--- config.mk ---
export PLATFORM = sky130hd
export DESIGN_NAME = gha_ram
export DESIGN_NICKNAME = d
export VERILOG_FILES = /design/src/sv/gha_ram.sv
export SDC_FILE = /design/constraint.sdc
export NUM_CORES = 2
export LEC_CHECK = 0
export BUFFER_PORTS_ARGS = -buffer_cell sky130_fd_sc_hd__buf_2
export CORE_MARGIN = 1
export CORE_UTILIZATION = 40
export CTS_BUF_LIST = sky130_fd_sc_hd__clkbuf_4 sky130_fd_sc_hd__clkbuf_8 sky130_fd_sc_hd__clkbuf_16
export CTS_CLUSTER_SIZE = 30
export DETAILED_ROUTE_END_ITERATION = 16
export HOLD_SLACK_MARGIN = 0.03
export SLEW_MARGIN = 5
export SYNTH_ARGS = -nofsm -noshare
export SYNTH_HDL_FRONTEND = slang
export SYNTH_SLANG_ARGS = --single-unit
--- constraint.sdc ---
create_clock -name clk_i -period 4.4 [get_ports clk_i]
set_clock_uncertainty 0.15 [all_clocks]
set_input_delay 0.44 -clock clk_i [delete_from_list [all_inputs] [get_ports clk_i]]
set_output_delay 0.44 -clock clk_i [all_outputs]
set_load 0.005 [all_outputs]
--- src/sv/gha_ram.sv ---
// ----------------------------------------------------------------------------
// Generic simple dual-port RAM
// One write port and one read port with registered read data. The read data
// holds its value in cycles without a read.
// ----------------------------------------------------------------------------
module gha_ram #(
  parameter int Width = 8,
  parameter int Depth = 256
) (
  input  logic                     clk_i,
  input  logic                     we_i,
  input  logic [$clog2(Depth)-1:0] waddr_i,
  input  logic [Width-1:0]         wdata_i,
  input  logic                     re_i,
  input  logic [$clog2(Depth)-1:0] raddr_i,
  output logic [Width-1:0]         rdata_o
);

  logic [Width-1:0] mem_q [Depth];
  logic [Width-1:0] rdata_q;

  // Write port.
  always_ff @(posedge clk_i) begin
    if (we_i) begin
      mem_q[waddr_i] <= wdata_i;
    end
  end

  // Registered read port; returns the old word on a same-address write.
  always_ff @(posedge clk_i) begin
    if (re_i) begin
      rdata_q <= mem_q[raddr_i];
    end
  end

  assign rdata_o = rdata_q;

endmodule

==> run_results.csv <==
group,metric,value,unit
status,outcome,"finished clean",
sta,relSlewSlack,8.204,%
sta,post-route-period-util,75.78,%
clocking,cts_buffers,196,
placed_design,port_buffers,34,
floorplan,start_util,40.30,%
finish,nFillCells,16400,
synth,synth.avg_cell_area,21.33,sq um
placed_design,gp_congestion,0.8521,
global_route,overflow,0,
sta,setup_tns,0,ns
finish,drive_gt1_share,25.53,%
global_route,grt_pass1_vias,39010,
synth,synth-edff-count,2056,
routing,postRouteAntennaNets,0,
synth,synth.area.top_cells,"edfxtp_1 78%, mux4_2 13%, mux2i_1 1.7%, nor2_1 1.3%, a22oi_1 1.3%",
clocking,clock-sinks,2056,
clocking,cts_tree,"done",
synth,async_flop_share,0,%
synth,yosysWarnings,0,
synth,synthTopCellsByCount,"2056 x edfxtp_1, 454 x mux4_2, 282 x nor2_1, 134 x mux2i_1, 133 x a22oi_1",
synth,synth_area_leader_cell,"edfxtp_1",
routing,viasPerCell,5.766,
routing,firstDrtPassIters,7,
clocking,h-tree-depth,4,
hold_path,hold_class,"primary input to flip-flop",
routing,detail_route.wl_per_cell,29.61,microns
sta,finalSetupViolations,0,
worst_setup_path,crit_chain,"buf_8 -> or2b_1 -> buf_4 -> o221ai_1 -> a21oi_1 -> nor3_1 -> nor4_1 -> nor4_2",
sta,hold_viol,0,
worst_setup_path,arrival,3.71,ns
worst_setup_path,cp_slowest_cell,"nor4_1",
power,power_density,447.4,nW/um^2
floorplan,die_h,448.2,microns
synth,synth_top_area_share,77.53,%
sta,maxSlewViolCount,0,
floorplan,fp.dieW,448.2,microns
job,drv_cap,0,
synth,synthCells,3733,
global_route,grt_util_all_layers,19.94,%
sta,fin_crit,3.334,ns
clocking,clockBufferDepth,3,
routing,wirelength,200500,microns
synth,ys_seq_area_share,77.53,%
synth,synth_nets,3760,
synth,yosys_register_bits,2056,
global_route,grt_max_degree,156,
synth,synth_cell_type_count,54,
floorplan,core-area,197600,sq um
routing,drc,0,
clocking,ctsHoldBuffers,5,
finish,area_delta_synth_final,13.52,%
global_route,grt_pass1_wl,285900,microns
worst_setup_path,required,4.78,ns
floorplan,design.die.area,200900,sq um
synth,ys.flop_type,"edfxtp_1",
routing,vias,39030,
clocking,cts_setup_buffers,0,
sta,rsz0062_at_grt,"no",
power,p_leak,27.93,nW
clocking,cts_root_buffer,"clkbuf_16",
worst_setup_path,crit_path_end_kind,"flip-flop",
clocking,clk_pin_slew,0.06,ns
clocking,clkLatencyLatePin,0.84,ns
floorplan,rows,163,
worst_setup_path,slowest_delay,1.20,ns
floorplan,io_pins,35,
synth,synth_most_common_cell,"edfxtp_1",
worst_setup_path,critPathMaxFanout,71,
sta,worst_slew_pin_slew,1.364,ns
finish,nets,3997,
placed_design,dp_hpwl,124500,microns
routing,drt_iter0_markers,4611,
power,ir_drop,0.0003592,V
worst_setup_path,critPathKind,"primary input to flip-flop",
sta,max_freq,0.2999,GHz
worst_setup_path,startpoint_type,"primary input",
synth,syn_area,79640,sq um
global_route,antenna_found_initial,17,
power,power.total,40.45,mW
clocking,cts_repair_resize_count,0,
==> sequential cells by signal, summed over array words and instances, names as in the netlist <==
| signal | flops |
|---|---|
| rdata_o | 8 |
| mem_q | 2048 |
==> worst paths after layout <==
path	end	slack, ns	startpoint	cells after the start
worst max-delay path	rdata_o[2]	1.07	raddr_i[1]	8
worst min register to register	rdata_o[3]	0.97	mem_q[41][3]	6
worst max register to register	rdata_o[3]	1.21	mem_q[27][3]	6
worst min-delay path	mem_q[75][3]	0.003	wdata_i[3]	1
==> area by class of cell <==
type	count	area, sq um	share of cell area [%]
repair buffers	272	2452	2.713
diodes	9	22.52	0.02491
multi-input cells	1442	16530	18.28
clock inverters	98	918.4	1.016
inverters	2	7.507	0.008304
clock buffers	250	5433	6.009
well taps	2640	3303	3.654
flip-flops and latches	2056	61740	68.29
==> through the flow <==
| step | hold slack [ns] | cells | setup slack, ns | util, % | instance area [sq um] |
|---|---|---|---|---|---|
| floorplan | 0.3889 | 3733 | 1.734 | - | 79640 |
| global placement | 0.7795 | 6406 | 0.1267 | 42.48 | 83960 |
| detailed placement | 0.7794 | 6406 | 0.2275 | 42.49 | 83970 |
| CTS | 0.03671 | 6759 | 1.131 | 45.73 | 90370 |
| global route | 0.03696 | 6762 | 1.006 | 45.74 | 90390 |
| finish | 0.003317 | 6769 | 1.066 | 45.75 | 90410 |
==> per-layer routing <==
layer | track usage, % | wire, microns | vias to the layer above
li1 | - | - | 16180
met1 | 28.29 | 83930 | 20950
met2 | 31.45 | 96320 | 1617
met3 | 3.867 | 15220 | 287
met4 | 5.623 | 4959 | 2
met5 | 0 | 13 | -
==> cell families (layout without fill, tap and decap cells) <==
logic type             after synthesis  after routing  synth area share, %
muxes                              591            591                14.60
AOI/OAI and AO/OA                  385            385                3.416
DFF                               2056           2056                77.53
and+or+nand+nor                    466            466                2.625
buffers and inverters              235            622                1.829
other                                0              9                    0
==> report_power, final <==
part           switching [mW]  internal, mW
Sequential             0.0280          21.6
Clock                    7.17          9.63
Combinational            1.31         0.711
Total                    8.51          31.9
==> cells in the final DEF, fill, tap and decap left out, types with 6 or more instances in the layout <==
cell type / instances
o211ai_1: 10
clkinv_2: 25
mux4_2: 454
dlygate4sd3_1: 6
nor2_1: 279
nor2b_1: 28
clkinv_1: 45
nand2b_1: 8
o221ai_1: 46
diode_2: 9
buf_8: 10
nor4_1: 22
clkbuf_4: 47
edfxtp_1: 2056
buf_2: 22
a21oi_1: 96
o21ai_0: 10
a22o_1: 8
nand4_1: 10
mux2i_1: 134
bufinv_16: 16
a22oi_1: 133
nand3_1: 28
buf_12: 30
nand3_2: 6
clkbuf_16: 203
nand2_1: 33
nor3_1: 22
buf_4: 204
a211oi_1: 16
a221oi_1: 13
o22ai_1: 28
==> worst max-delay path, delay by kind of cell <==
kind	cells	cell delay, ns
buffers and inverters	2	0.71
and+or+nand+nor	4	1.98
AOI/OAI and AO/OA	2	0.37
No activity file was read; power rests on OpenSTA's default activity.
